`src/kct_pkg.sv`:
```
// shared types, constants, keyword table and helper functions for the keyword color tagger
package kct_pkg;

	localparam int MAX_WORD = 12;
	localparam int IDX_W = $clog2(MAX_WORD);
	localparam int WLEN_W = $clog2(MAX_WORD + 1);
	localparam int COLOR_W = 4;
	localparam int KW_COUNT = 64;
	localparam int KW_CHARS = 12;
	localparam int FIFO_DEPTH = 2;
	localparam int FIFO_PTR_W = (FIFO_DEPTH > 1) ? $clog2(FIFO_DEPTH) : 1;
	localparam int FIFO_CNT_W = $clog2(FIFO_DEPTH + 1);

	typedef logic [WLEN_W-1:0] wlen_t;
	typedef logic [COLOR_W-1:0] color_t;
	typedef logic [MAX_WORD-1:0][7:0] word_t;
	typedef logic [8*KW_CHARS-1:0] kw_text_t;
	typedef logic [FIFO_PTR_W-1:0] fifo_ptr_t;
	typedef logic [FIFO_CNT_W-1:0] fifo_cnt_t;

	localparam wlen_t WORD_FULL = wlen_t'(MAX_WORD);
	localparam color_t DEFAULT_COLOR_RST = 4'h7;
	localparam fifo_cnt_t FIFO_FULL_CNT = fifo_cnt_t'(FIFO_DEPTH);
	localparam fifo_ptr_t FIFO_LAST_PTR = fifo_ptr_t'(FIFO_DEPTH - 1);

	// one flushed word and/or one pass-through byte, handed from front to back
	typedef struct packed {
		word_t  word;
		wlen_t  wlen;
		color_t wcolor;
		logic   has_ch;
		logic [7:0] ch;
		color_t dcolor;
	} cmd_t;

	localparam kw_text_t KW_TEXT [KW_COUNT] = '{
		"break", "continue", "return",
		"const", "volatile", "extern", "static",
		"char", "int", "short", "float",
		"double", "long", "bool", "void",
		"double\137t", "float_t", "fpos_t",
		"max_align\137t", "mbstate\137t", "nullptr\137t",
		"ptrdiff\137t", "sig_atomic\137t", "size_t",
		"time_t", "wchar_t", "wint_t", "FILE",
		"uint8_t", "uint16\137t", "uint32\137t", "uint64\137t",
		"int8_t", "int16_t", "int32_t", "int64_t",
		"struct", "enum", "union", "typedef",
		"unsigned", "signed", "sizeof", "register",
		"do", "if", "while", "switch",
		"for", "case", "default", "goto",
		"include", "pragma", "define", "ifdef",
		"ifndef", "endif", "undef", "error",
		"main",
		"0x", "0o", "0b"
	};

	localparam logic [3:0] KW_LEN [KW_COUNT] = '{
		4'd5, 4'd8, 4'd6,
		4'd5, 4'd8, 4'd6, 4'd6,
		4'd4, 4'd3, 4'd5, 4'd5,
		4'd6, 4'd4, 4'd4, 4'd4,
		4'd8, 4'd7, 4'd6,
		4'd11, 4'd9, 4'd9,
		4'd9, 4'd12, 4'd6,
		4'd6, 4'd7, 4'd6, 4'd4,
		4'd7, 4'd8, 4'd8, 4'd8,
		4'd6, 4'd7, 4'd7, 4'd7,
		4'd6, 4'd4, 4'd5, 4'd7,
		4'd8, 4'd6, 4'd6, 4'd8,
		4'd2, 4'd2, 4'd5, 4'd6,
		4'd3, 4'd4, 4'd7, 4'd4,
		4'd7, 4'd6, 4'd6, 4'd5,
		4'd6, 4'd5, 4'd5, 4'd5,
		4'd4,
		4'd2, 4'd2, 4'd2
	};

	localparam color_t KW_COLOR [KW_COUNT] = '{
		4'h5, 4'h5, 4'h5,
		4'h9, 4'h9, 4'h9, 4'h9,
		4'h9, 4'h9, 4'h9, 4'h9,
		4'h9, 4'h9, 4'h9, 4'h9,
		4'ha, 4'ha, 4'ha,
		4'ha, 4'ha, 4'ha,
		4'ha, 4'ha, 4'ha,
		4'ha, 4'ha, 4'ha, 4'ha,
		4'ha, 4'ha, 4'ha, 4'ha,
		4'ha, 4'ha, 4'ha, 4'ha,
		4'he, 4'he, 4'he, 4'he,
		4'h9, 4'h9, 4'h9, 4'h9,
		4'he, 4'he, 4'he, 4'he,
		4'he, 4'he, 4'he, 4'he,
		4'hb, 4'hb, 4'hb, 4'hb,
		4'hb, 4'hb, 4'hb, 4'hb,
		4'h6,
		4'ha, 4'ha, 4'ha
	};

	function automatic logic is_sep(input logic [7:0] b);
		return b inside {8'h00, 8'h20, [8'h09:8'h0d], 8'h23, 8'h2c, 8'h2e, 8'h28, 8'h29,
			8'h2b, 8'h2d, 8'h2f, 8'h2a, 8'h3d, 8'h7e, 8'h5b, 8'h5d, 8'h3b};
	endfunction

	// character k of keyword e, zero past its end
	function automatic logic [7:0] kw_byte(input int e, input wlen_t k);
		kw_text_t t;
		int sh;
		if (int'(k) >= int'(KW_LEN[e])) begin
			return 8'h00;
		end
		sh = 8 * (int'(KW_LEN[e]) - 1 - int'(k));
		t = KW_TEXT[e] >> sh;
		return t[7:0];
	endfunction

endpackage

```
`src/keyword_color_tagger_top.sv`:
```
// Keyword color tagger: takes one source byte per cycle while full is low and returns
// the bytes tagged with a color, a word in its keyword color once its separator or end of
// stream arrives. A buffered word byte produces nothing until the word ends. A separator
// releases the buffered word (n bytes) plus the separator itself, end of stream releases
// only the n buffered bytes, a byte past the twelve-byte word buffer releases all twelve
// buffered bytes plus itself, and each later byte of that word releases only itself; the
// beats leave one per cycle on the single result port while pop is held. The first beat
// an input releases passes through the command queue and then the result register before
// it is on the result ports. Full rises while both entries of the two-entry command queue
// between front and back hold commands not yet fully emitted, and it then holds off every
// input byte, word bytes included. The default color register is written through
// cfg_we/cfg_wdata and resets to 7; there is no clearing pass after reset.
module keyword_color_tagger_top (
	input  logic            clk,
	input  logic            arst_n,
	input  logic            push,
	output logic            full,
	input  logic [7:0]      char_in,
	input  logic            end_of_stream,
	output logic            empty,
	input  logic            pop,
	output logic [7:0]      char_out,
	output logic [3:0]      color,
	output logic            last,
	input  logic            cfg_we,
	input  logic [3:0]      cfg_wdata
);

	kct_pkg::cmd_t cmd_in;
	kct_pkg::cmd_t cmd_head;
	logic cmd_push;
	logic cmd_full;
	logic cmd_empty;
	logic cmd_pop;

	kct_front u_front (
		.clk           (clk),
		.arst_n        (arst_n),
		.push          (push),
		.full          (full),
		.char_in       (char_in),
		.end_of_stream (end_of_stream),
		.cfg_we        (cfg_we),
		.cfg_wdata     (cfg_wdata),
		.cmd           (cmd_in),
		.cmd_push      (cmd_push),
		.cmd_full      (cmd_full)
	);

	kct_cmd_fifo u_fifo (
		.clk     (clk),
		.arst_n  (arst_n),
		.wr_en   (cmd_push),
		.wr_data (cmd_in),
		.full    (cmd_full),
		.rd_en   (cmd_pop),
		.rd_data (cmd_head),
		.empty   (cmd_empty)
	);

	kct_back u_back (
		.clk        (clk),
		.arst_n     (arst_n),
		.head       (cmd_head),
		.head_valid (!cmd_empty),
		.head_pop   (cmd_pop),
		.empty      (empty),
		.pop        (pop),
		.char_out   (char_out),
		.color      (color),
		.last       (last)
	);

endmodule

```
`src/kct_cmd_fifo.sv`:
```
// short command queue between the classifying front and the emitting back
module kct_cmd_fifo (
	input  logic            clk,
	input  logic            arst_n,
	input  logic            wr_en,
	input  kct_pkg::cmd_t   wr_data,
	output logic            full,
	input  logic            rd_en,
	output kct_pkg::cmd_t   rd_data,
	output logic            empty
);

	kct_pkg::cmd_t mem_q [kct_pkg::FIFO_DEPTH];
	kct_pkg::fifo_ptr_t wr_ptr_q;
	kct_pkg::fifo_ptr_t rd_ptr_q;
	kct_pkg::fifo_cnt_t count_q;
	logic do_wr;
	logic do_rd;

	assign full = (count_q == kct_pkg::FIFO_FULL_CNT);
	assign empty = (count_q == '0);
	assign do_wr = wr_en && !full;
	assign do_rd = rd_en && !empty;
	assign rd_data = mem_q[rd_ptr_q];

	always_ff @(posedge clk or negedge arst_n) begin
		if (!arst_n) begin
			wr_ptr_q <= '0;
			rd_ptr_q <= '0;
			count_q <= '0;
		end else begin
			if (do_wr) begin
				wr_ptr_q <= (wr_ptr_q == kct_pkg::FIFO_LAST_PTR) ? '0
					: kct_pkg::fifo_ptr_t'(wr_ptr_q + 1'b1);
			end
			if (do_rd) begin
				rd_ptr_q <= (rd_ptr_q == kct_pkg::FIFO_LAST_PTR) ? '0
					: kct_pkg::fifo_ptr_t'(rd_ptr_q + 1'b1);
			end
			if (do_wr && !do_rd) begin
				count_q <= kct_pkg::fifo_cnt_t'(count_q + 1'b1);
			end else if (do_rd && !do_wr) begin
				count_q <= kct_pkg::fifo_cnt_t'(count_q - 1'b1);
			end
		end
	end

	always_ff @(posedge clk) begin
		if (do_wr) begin
			mem_q[wr_ptr_q] <= wr_data;
		end
	end

	a_no_write_when_full: assert property (@(posedge clk) disable iff (!arst_n)
		wr_en |-> !full)
		else $error("command queue written while full");

endmodule

```
`src/kct_front.sv`:
```
// input side: separator detection, word buffering, incremental keyword match
module kct_front (
	input  logic            clk,
	input  logic            arst_n,
	input  logic            push,
	output logic            full,
	input  logic [7:0]      char_in,
	input  logic            end_of_stream,
	input  logic            cfg_we,
	input  kct_pkg::color_t cfg_wdata,
	output kct_pkg::cmd_t   cmd,
	output logic            cmd_push,
	input  logic            cmd_full
);

	kct_pkg::word_t word_q;
	kct_pkg::wlen_t wlen_q;
	logic passing_q;
	logic [kct_pkg::KW_COUNT-1:0] cand_q;
	kct_pkg::color_t default_color_q;

	logic accept;
	logic sep;
	logic store;
	logic overflow;
	logic [kct_pkg::KW_COUNT-1:0] hit;
	logic [kct_pkg::KW_COUNT-1:0] match;
	kct_pkg::color_t kw_color;
	kct_pkg::color_t word_color;

	assign full = cmd_full;
	assign accept = push && !cmd_full;
	assign sep = end_of_stream || kct_pkg::is_sep(char_in);
	assign overflow = !sep && !passing_q && (wlen_q == kct_pkg::WORD_FULL);
	assign store = accept && !sep && !passing_q && (wlen_q != kct_pkg::WORD_FULL);

	always_comb begin
		kw_color = '0;
		for (int e = 0; e < kct_pkg::KW_COUNT; e++) begin
			hit[e] = (kct_pkg::kw_byte(e, wlen_q) == char_in);
			match[e] = cand_q[e] && (kct_pkg::wlen_t'(kct_pkg::KW_LEN[e]) == wlen_q);
			kw_color = kw_color | (match[e] ? kct_pkg::KW_COLOR[e] : '0);
		end
		word_color = (|match) ? kw_color : default_color_q;
	end

	always_comb begin
		cmd.word = word_q;
		cmd.wlen = '0;
		cmd.wcolor = word_color;
		cmd.has_ch = 1'b1;
		cmd.ch = char_in;
		cmd.dcolor = default_color_q;
		cmd_push = 1'b0;
		if (accept) begin
			if (sep) begin
				cmd.wlen = wlen_q;
				cmd.has_ch = !end_of_stream;
				cmd_push = (wlen_q != '0) || !end_of_stream;
			end else if (passing_q) begin
				cmd_push = 1'b1;
			end else if (overflow) begin
				cmd.wlen = wlen_q;
				cmd.wcolor = default_color_q;
				cmd_push = 1'b1;
			end
		end
	end

	always_ff @(posedge clk or negedge arst_n) begin
		if (!arst_n) begin
			wlen_q <= '0;
			passing_q <= 1'b0;
			cand_q <= '1;
			default_color_q <= kct_pkg::DEFAULT_COLOR_RST;
		end else begin
			if (cfg_we) begin
				default_color_q <= cfg_wdata;
			end
			if (accept) begin
				if (sep) begin
					wlen_q <= '0;
					passing_q <= 1'b0;
					cand_q <= '1;
				end else if (overflow) begin
					wlen_q <= '0;
					passing_q <= 1'b1;
					cand_q <= '1;
				end else if (store) begin
					wlen_q <= kct_pkg::wlen_t'(wlen_q + 1'b1);
					cand_q <= cand_q & hit;
				end
			end
		end
	end

	always_ff @(posedge clk) begin
		if (store) begin
			word_q[wlen_q[kct_pkg::IDX_W-1:0]] <= char_in;
		end
	end

	a_wlen_bound: assert property (@(posedge clk) disable iff (!arst_n)
		wlen_q <= kct_pkg::WORD_FULL)
		else $error("word length past buffer size");

	a_pass_empty_buf: assert property (@(posedge clk) disable iff (!arst_n)
		passing_q |-> (wlen_q == '0))
		else $error("long word pass-through with buffered bytes");

endmodule

```
`src/kct_back.sv`:
```
// output side: head command bytes to result register, one per cycle while popped
module kct_back (
	input  logic            clk,
	input  logic            arst_n,
	input  kct_pkg::cmd_t   head,
	input  logic            head_valid,
	output logic            head_pop,
	output logic            empty,
	input  logic            pop,
	output logic [7:0]      char_out,
	output kct_pkg::color_t color,
	output logic            last
);

	kct_pkg::wlen_t idx_q;
	logic ovalid_q;
	logic [7:0] char_q;
	kct_pkg::color_t color_q;
	logic last_q;

	logic load;
	logic in_word;
	logic [7:0] res_ch;
	kct_pkg::color_t res_color;
	logic res_last;

	assign load = head_valid && (!ovalid_q || pop);
	assign in_word = idx_q < head.wlen;
	assign res_ch = in_word ? head.word[idx_q[kct_pkg::IDX_W-1:0]] : head.ch;
	assign res_color = in_word ? head.wcolor : head.dcolor;
	assign res_last = in_word
		? ((kct_pkg::wlen_t'(idx_q + 1'b1) == head.wlen) && !head.has_ch) : 1'b1;
	assign head_pop = load && res_last;

	assign empty = !ovalid_q;
	assign char_out = char_q;
	assign color = color_q;
	assign last = last_q;

	always_ff @(posedge clk or negedge arst_n) begin
		if (!arst_n) begin
			ovalid_q <= 1'b0;
			idx_q <= '0;
		end else begin
			if (load) begin
				ovalid_q <= 1'b1;
				idx_q <= res_last ? '0 : kct_pkg::wlen_t'(idx_q + 1'b1);
			end else if (pop) begin
				ovalid_q <= 1'b0;
			end
		end
	end

	always_ff @(posedge clk) begin
		if (load) begin
			char_q <= res_ch;
			color_q <= res_color;
			last_q <= res_last;
		end
	end

	a_idx_in_range: assert property (@(posedge clk) disable iff (!arst_n)
		head_valid |-> (idx_q <= head.wlen))
		else $error("emit index past word length");

	a_word_only_idx: assert property (@(posedge clk) disable iff (!arst_n)
		(head_valid && !head.has_ch) |-> (idx_q < head.wlen))
		else $error("word-only command ran past its last byte");

	a_partial_has_head: assert property (@(posedge clk) disable iff (!arst_n)
		(idx_q != '0) |-> head_valid)
		else $error("partly emitted command left the queue");

endmodule

```
`config.mk`:
```
export PLATFORM = sky130hd
export DESIGN_NAME = keyword_color_tagger_top
export DESIGN_NICKNAME = d
export VERILOG_FILES = /design/src/kct_pkg.sv /design/src/keyword_color_tagger_top.sv /design/src/kct_cmd_fifo.sv /design/src/kct_front.sv /design/src/kct_back.sv
export SDC_FILE = /design/constraint.sdc
export NUM_CORES = 1
export LEC_CHECK = 0
export BUFFER_PORTS_ARGS = -buffer_cell sky130_fd_sc_hd__buf_4
export CAP_MARGIN = 20
export CORE_ASPECT_RATIO = 1.4
export CORE_MARGIN = 4
export CORE_UTILIZATION = 50
export DETAILED_ROUTE_END_ITERATION = 8
export GPL_TIMING_DRIVEN = 0
export PLACE_DENSITY = 0.67
export SLEW_MARGIN = 20
export SYNTH_ARGS = -nofsm -noshare
export SYNTH_HDL_FRONTEND = slang
export SYNTH_HIERARCHICAL = 1
export SYNTH_SLANG_ARGS = --single-unit
```
`constraint.sdc`:
```
create_clock -name clk -period 9.8 [get_ports clk]
set_clock_uncertainty 0.05 [all_clocks]
set_input_delay 1.47 -clock clk [delete_from_list [all_inputs] [get_ports clk]]
set_output_delay 1.47 -clock clk [all_outputs]
set_load 0.01 [all_outputs]
```
==> results of run 1 <==
-- routing by layer --
layer	GRT usage, %	up-vias	part of all wire, %	wire length, um
met4	37.3	8	12	13100
li1	-	8383	-	-
met2	68.1	1613	46	50800
met3	11.8	680	10	11200
met5	0	-	0.047	52
met1	44.3	9967	32	35200
-- cells by family after synthesis --
logic type	count (synthesis)
adders and majority gates	23
AOI/OAI and AO/OA	575
muxes	180
buffers and inverters	247
xor gates and xnor gates	128
DFF	425
and+or+nand+nor	593
-- synthesized netlist by cell type (all sizes together) (21+ instances only) --
master    n
edfxtp  343
nor2    150
o21ai   145
nand2   138
a21oi   134
mux2    128
buf     103
xnor2    96
clkbuf   93
dfstp    67
nand3    60
nor3     53
inv      48
o22ai    30
xor2     30
a31oi    29
mux2i    28
nand2b   27
a211oi   25
mux4     24
ha       23
nor2b    22
nor4     22
nand4    21
-- metrics by stage --
| stage | instances | area, um2 | utilization [%] | TNS (ns) | total power [mW] |
|---|---|---|---|---|---|
| 2_1_floorplan | 2171 | 24200 | - | 0 | 6.04 |
| 3_3_place_gp | 2833 | 25200 | 52.6 | -268.51 | 7.85 |
| 3_5_place_dp | 2844 | 25500 | 53.2 | 0 | 7.90 |
| 4_1_cts | 2916 | 26700 | 55.7 | 0 | 9.42 |
| 5_1_grt | 2916 | 26700 | 55.8 | 0 | 9.98 |
| 6_report | 2923 | 26700 | 55.8 | 0 | 9.66 |
-- where the power goes --
group          switching, mW  internal, mW  leakage (nW)
logic                   3.70          1.87          4.69
registers              0.170          2.42          4.01
clock network          0.687         0.810         0.598
-- registers in the layout, indices dropped and copies added, names as in the netlist --
name and count:
u_fifo/mem_q 234, u_front/cmd 96, u_front/cand_q 64, u_back/char_out 8, u_back/color 4, u_back/idx_q 4, u_front/default_color_q 4, u_front/wlen_q 4
u_fifo/count_q 2, u_back/last 1, u_back/ovalid_q 1, u_fifo/rd_ptr_q 1, u_fifo/wr_ptr_q 1, u_front/passing_q 1
-- final cells by class --
cell class	count	share of cell area, %
Clock buffer	53	4.04
Buffer	196	3.64
Clock inverter	19	0.548
Antenna cell	7	0.0655
Multi-Input combinational cell	1499	39.8
Inverter	51	0.716
Timing Repair Buffer	43	1.68
Tap cell	630	2.95
Sequential cell	425	46.5
-- how the worst max path moves through the flow --
| stage | to | cells past startpoint |
|---|---|---|
| 2_1_floorplan | u_fifo/mem_q[0][0]$_DFFE_PP_ | 7 |
| 3_3_place_gp | u_fifo/mem_q[0][63]$_DFFE_PP_ | 9 |
| 3_5_place_dp | u_front/cmd[56]$_DFFE_PP_ | 9 |
| 4_1_cts | u_front/cmd[55]$_DFFE_PP_ | 9 |
| 5_1_grt | u_front/cand_q[38]$_DFFE_PN1P_ | 15 |
| 6_report | u_front/cand_q[38]$_DFFE_PN1P_ | 15 |
==> results.ini, run 1 <==
[status]
outcome=finished clean

[floorplan]
rows=95
ioPinCount=33
coreArea_um2=47900
die-width_um=194
die_area_um2=52000
die_y_um=268
initial_core_util_pct=50.5

[cts]
clock-sinks=425
cts-root-buf=clkbuf_16
postCtsHoldBufs=0
h-tree-depth=2
cts_resized=0
clkTransAtPathRegs_ns=0.07
cts_made_buffers=40
cts_tree=built
post_cts_buffers=0
clk_path_buf_depth=3
clock_latency_ns=0.59

[flow_run]
drv_cap=0

[finish]
nFillCells=4053
final_common_cell=edfxtp_1
drive_gt1_share_pct=19.8
final_cell_mix=edfxtp_1, nor2_1, o21ai_0
nets=2297
syn_to_final_growth_pct=10.5
register_area_um2=12400
multi_input_area_um2=10600

[power_and_ir_drop]
power_density_nw_per_um2=362
leakage_nw=9.29
vdd_drop_max_mv=0.256

[setup_path]
cp_max_fo=11
path_common_cell=buf_2
r2r_start=u_front/wlen_q[0]$_DFFE_PN0P_
start_kind=flop
crit_start=u_front/wlen_q[0]$_DFFE_PN0P_
crit_chain=buf_2, buf_2, inv_1, buf_2, buf_2, ha_1, buf_2, buf_2, buf_1, nand2_1, nor2_1, o21a_1, clkbuf_1, o21ai_0, o21ai_0
cp.buffers_inverters=9
arrival_ns=6.62
reg2reg_slack_ns=3.61
critical_path_required_ns=10.23
r2r_cells=15
crit_family=buffers and inverters
path_class=reg -> reg
slowest_delay_ns=0.94
end_kind=flop
slowest_stage=clkbuf_1
reg2reg_to=u_front/cand_q[38]$_DFFE_PN1P_

[yosys]
syn_inst=2171
synth_area_um2=24200
synth_edf_count=343
synth_area_leaders=edfxtp_1, dfstp_2, mux2_2
yosysTopAreaCellShare_pct=42.6
synthXorXnorAreaFrac_pct=4.82
syn_avg_cell_area_um2=11.1
synth-seq-cells=425
postSynthNetCount=2212
synth_mux_area_share_pct=9.77
synth_top_family_by_area=compound AO/OA/AOI/OAI gates
yosysSeqAreaShare_pct=51.4
yosys.area.top_type=edfxtp_1
synth-adder-area-share_pct=1.19
synth-compound-area-share_pct=15.8
yosys.cell_types.count=104
synth_ff_type=edfxtp_1
yosys.area_share.simple_pct=12.2
yosys_warnings=6
ys_async_sr_fraction_pct=19.3

[hold_path]
worst_hold_path.endpoint=u_fifo/mem_q[1][107]$_DFFE_PP_
worstHoldPathType=reg -> reg
min_path_cells=0
hp-start=u_front/cmd[107]$_DFFE_PP_

[place]
place.gp.congestion=1.14
dp_hpwl_mm=77.6
placement.io_buffers=32
pre_cts_ws_ns=3.52

[routing]
drtIter0Drc=2647
viasPerCell=7.07
ant_nets=0
vias=20700
drt_wl_total_mm=110
drcViolationCount=0
first_pass_iters=6
wl_per_cell_um=37.8

[global_routing]
grt_overflow=0
grt_max_degree=83
grt.total_usage_pct=41.7
grt_pass1_wl_mm=155
first_global_vias=20900
antenna_found_initial=10

[timing]
layout_setup_ws_ns=3.61
finalHoldViolCount=0
fin_hold_ws_ns=0.387
slew_headroom_pct=12.7
fin_crit_ns=6.19
setup_viol=0
fmax_mhz=162
rsz0062_at_grt=false
fin_crit_sh_pct=63.2
worst_pin_slew_ns=1.31
slew_viol_final=0

No activity file was read; power rests on OpenSTA's default activity.
==> run 2: changes to the inputs <==
--- a/config.mk
+++ b/config.mk
@@ -5,6 +5,7 @@
 export SDC_FILE = /design/constraint.sdc
 export NUM_CORES = 1
 export LEC_CHECK = 0
+export ABC_AREA = 1
 export BUFFER_PORTS_ARGS = -buffer_cell sky130_fd_sc_hd__buf_4
 export CAP_MARGIN = 20
 export CORE_ASPECT_RATIO = 1.4
==> constraint.sdc (replaced) <==
create_clock -name clk -period 6.1 [get_ports clk]
set_clock_uncertainty 0.05 [all_clocks]
set_input_delay 0.915 -clock clk [delete_from_list [all_inputs] [get_ports clk]]
set_output_delay 0.915 -clock clk [all_outputs]
set_load 0.01 [all_outputs]
==> results.ini, run 2 <==
[finish]
drive_gt1_share_pct=11.0  ; was 19.8%
final_common_cell=nand2_1  ; was edfxtp_1
largest_reg_flops=234  ; unchanged
syn_to_final_growth_pct=10.7  ; was 10.5%
nets=3131  ; was 2297
final_cell_mix=nand2_1, edfxtp_1, nor2_1  ; was edfxtp_1, nor2_1, o21ai_0
top_register=u_fifo/mem_q  ; unchanged
post-route-util_pct=55.9  ; was 55.8%

[cts]
cts-root-buf=clkbuf_16  ; unchanged
clock_latency_ns=0.55  ; was 0.59 ns
cts_made_buffers=38  ; was 40
clock-sinks=425  ; unchanged
post_cts_buffers=0  ; unchanged
postCtsHoldBufs=0  ; unchanged
cts_resized=0  ; unchanged
cts_tree=built  ; unchanged
clkTransAtPathRegs_ns=0.06  ; was 0.07 ns
clk_path_buf_depth=3  ; unchanged
h-tree-depth=2  ; unchanged

[setup_path]
start_kind=input port  ; was flop
slowest_delay_ns=0.70  ; was 0.94 ns
slowest_stage=clkbuf_1  ; unchanged
path_common_cell=nand2_1  ; was buf_2
arrival_ns=4.77  ; was 6.62 ns
end_kind=flop  ; unchanged
critical_path_required_ns=6.21  ; was 10.23 ns
crit_chain=buf_4, clkbuf_1, inv_1, nand2_1, nand2_1, nor2_2, nand4_2, inv_2, buf_2, nand2_1, nor2_1  ; was buf_2, buf_2, inv_1, buf_2, buf_2, ha_1, buf_2, buf_2, buf_1, nand2_1, nor2_1, o21a_1, clkbuf_1, o21ai_0, o21ai_0
path_class=in -> reg  ; was reg -> reg
cp_max_fo=14  ; was 11

[floorplan]
ioPinCount=33  ; unchanged
initial_core_util_pct=50.5  ; about the same
coreArea_um2=47900  ; unchanged
die_y_um=268  ; about the same
rows=95  ; unchanged
die_area_um2=52000  ; about the same
die-width_um=194  ; about the same

[yosys]
ys_async_sr_fraction_pct=19.3  ; unchanged
syn_avg_cell_area_um2=8.03  ; was 11.1 um2
synth_area_leaders=edfxtp_1, nand2_1, dfstp_2  ; was edfxtp_1, dfstp_2, mux2_2
postSynthNetCount=3051  ; was 2212
synth-seq-cells=425  ; unchanged
yosys.area.top_type=edfxtp_1  ; unchanged
synth_common_cells=nand2_1, edfxtp_1, nor2_1, nand3_1, o21ai_0  ; was edfxtp_1, nor2_1, o21ai_0, nand2_1, a21oi_1
yosysMostFrequentCell=nand2_1  ; was edfxtp_1
synth_area_um2=24200  ; about the same
yosysTopAreaCellShare_pct=42.6  ; about the same
yosys.cell_types.count=47  ; was 104
syn_inst=3009  ; was 2171
yosys_warnings=6  ; unchanged
synth_edf_count=343  ; unchanged
synth_ff_type=edfxtp_1  ; unchanged
yosysSeqAreaShare_pct=51.5  ; was 51.4%

[routing]
ant_nets=0  ; unchanged
wl_met1_mm=31.8  ; was 35.2 mm
drt_wl_total_mm=95.7  ; was 110 mm
top_layer_used=met4  ; was met5
wl_per_cell_um=25.5  ; was 37.8 um
drcViolationCount=0  ; unchanged
vias=22200  ; was 20700
drtIter0Drc=2254  ; was 2647
viasPerCell=5.92  ; was 7.07
routed-wl-met3_mm=7.08  ; was 11.2 mm
first_pass_iters=6  ; unchanged
wl_met2_mm=46.2  ; was 50.8 mm

[place]
place.gp.congestion=1.09  ; was 1.14
placement.io_buffers=32  ; unchanged
dp_hpwl_mm=69.3  ; was 77.6 mm

[hold_path]
worstHoldPathType=reg -> reg  ; unchanged

[global_routing]
grt_max_degree=83  ; unchanged
grt_pass1_wl_mm=137  ; was 155 mm
grt.total_usage_pct=35.7  ; was 41.7%
grt_overflow=0  ; unchanged
antenna_found_initial=0  ; was 10
first_global_vias=21300  ; was 20900

[timing]
setup_viol=0  ; unchanged
slew_headroom_pct=11.6  ; was 12.7%
finalHoldViolCount=0  ; unchanged
rsz0062_at_grt=false  ; unchanged
fin_crit_ns=4.66
slew_viol_final=0  ; unchanged
fin_hold_ws_ns=0.391  ; was 0.387 ns
worst_pin_slew_ns=1.33  ; was 1.31 ns
fin_crit_sh_pct=76.3
fmax_mhz=215

[power_and_ir_drop]
vdd_drop_max_mv=0.389  ; was 0.256 mV
power_density_nw_per_um2=570  ; was 362 nW/um2
leakage_nw=11.8  ; was 9.29 nW

[status]
outcome=finished clean  ; unchanged

[flow_run]
drv_cap=0  ; unchanged

[run 2: cell count changes after synthesis, sizes merged, moves of 92 or more]
| cell | before | now |
|---|---|---|
| nor2 | 150 | 352 |
| nand3 | 60 | 286 |
| mux2 | 128 | 0 |
| inv | 48 | 142 |
| nand2 | 138 | 1184 |
| xnor2 | 96 | 4 |
[run 2: power by group]
group	switching (mW)	total, mW	leakage, nW	internal, mW
Sequential	0.239	4.12	4.02	3.88
Clock	1.06	2.57	0.658	1.51
Combinational	6.10	8.56	7.11	2.46
Total	7.40	15.3	11.8	7.85
[run 2: metal layers]
layer  up-vias  GRT usage, %
met5         -             0
li1      10100             -
met3       481          5.49
met1     10400          37.6
met4         0          30.8
met2      1237          62.6
[run 2: critical path: cells and delay by family]
family,cells,cell delay (ns)
buffers and inverters,5,2.26
AND/OR/NAND/NOR,6,1.57
[run 2: path summary, 6_finish.rpt]
path / from / endpoint / slack (ns) / depth (start not counted)
worst max register to register: u_front/wlen_q[0]$_DFFE_PN0P_ / u_front/cand_q[52]$_DFFE_PN1P_ / 1.48 / 19
worst min register to register: u_front/cmd[46]$_DFFE_PP_ / u_fifo/mem_q[1][46]$_DFFE_PP_ / 0.39 / 0
min in group asynchronous: arst_n / u_front/default_color_q[3]$_DFFE_PN0P_ / 0.41 / 1
worst min-delay path: u_front/cmd[46]$_DFFE_PP_ / u_fifo/mem_q[1][46]$_DFFE_PP_ / 0.39 / 0
max in group asynchronous: arst_n / u_front/wlen_q[1]$_DFFE_PN0P_ / 4.99 / 1
worst max-delay path: char_in[7] / u_front/cmd[48]$_DFFE_PP_ / 1.44 / 11
[run 2: logic make-up (layout without fill, tap and decap cells)]
family,after synthesis,count (layout),share of synthesized area (%)
buf+inv,306,416,5.68
fa+ha+maj,24,24,1.24
other cells,0,1,0
simple gates,1910,1910,32.4
compound gates,248,248,5.69
xor+xnor,96,96,3.48
flops,425,425,51.5
[run 2: area by class of cell]
| class | count | area, um2 |
|---|---|---|
| clock buffer | 45 | 987 |
| fill | 4401 | 21100 |
| inverter | 145 | 554 |
| antenna | 1 | 2.50 |
| tap | 630 | 788 |
| multi-input combinational | 2278 | 10400 |
| buffer | 161 | 832 |
| sequential | 425 | 12400 |
| timing repair buffer | 40 | 422 |
| clock inverter | 25 | 355 |
[run 2: stage by stage]
step / power (mW) / instances / setup slack (ns) / cell area (um2) / setup TNS [ns]
after floorplan: 9.87 / 3009 / 0.629 / 24200 / 0
after global placement: 12.3 / 3671 / -2.19 / 25200 / -390.41
after detailed placement: 12.5 / 3679 / 0.949 / 25400 / 0
after CTS: 15.1 / 3749 / 1.50 / 26700 / 0
after global routing: 16.2 / 3749 / 1.41 / 26800 / 0
final: 15.3 / 3750 / 1.44 / 26800 / 0
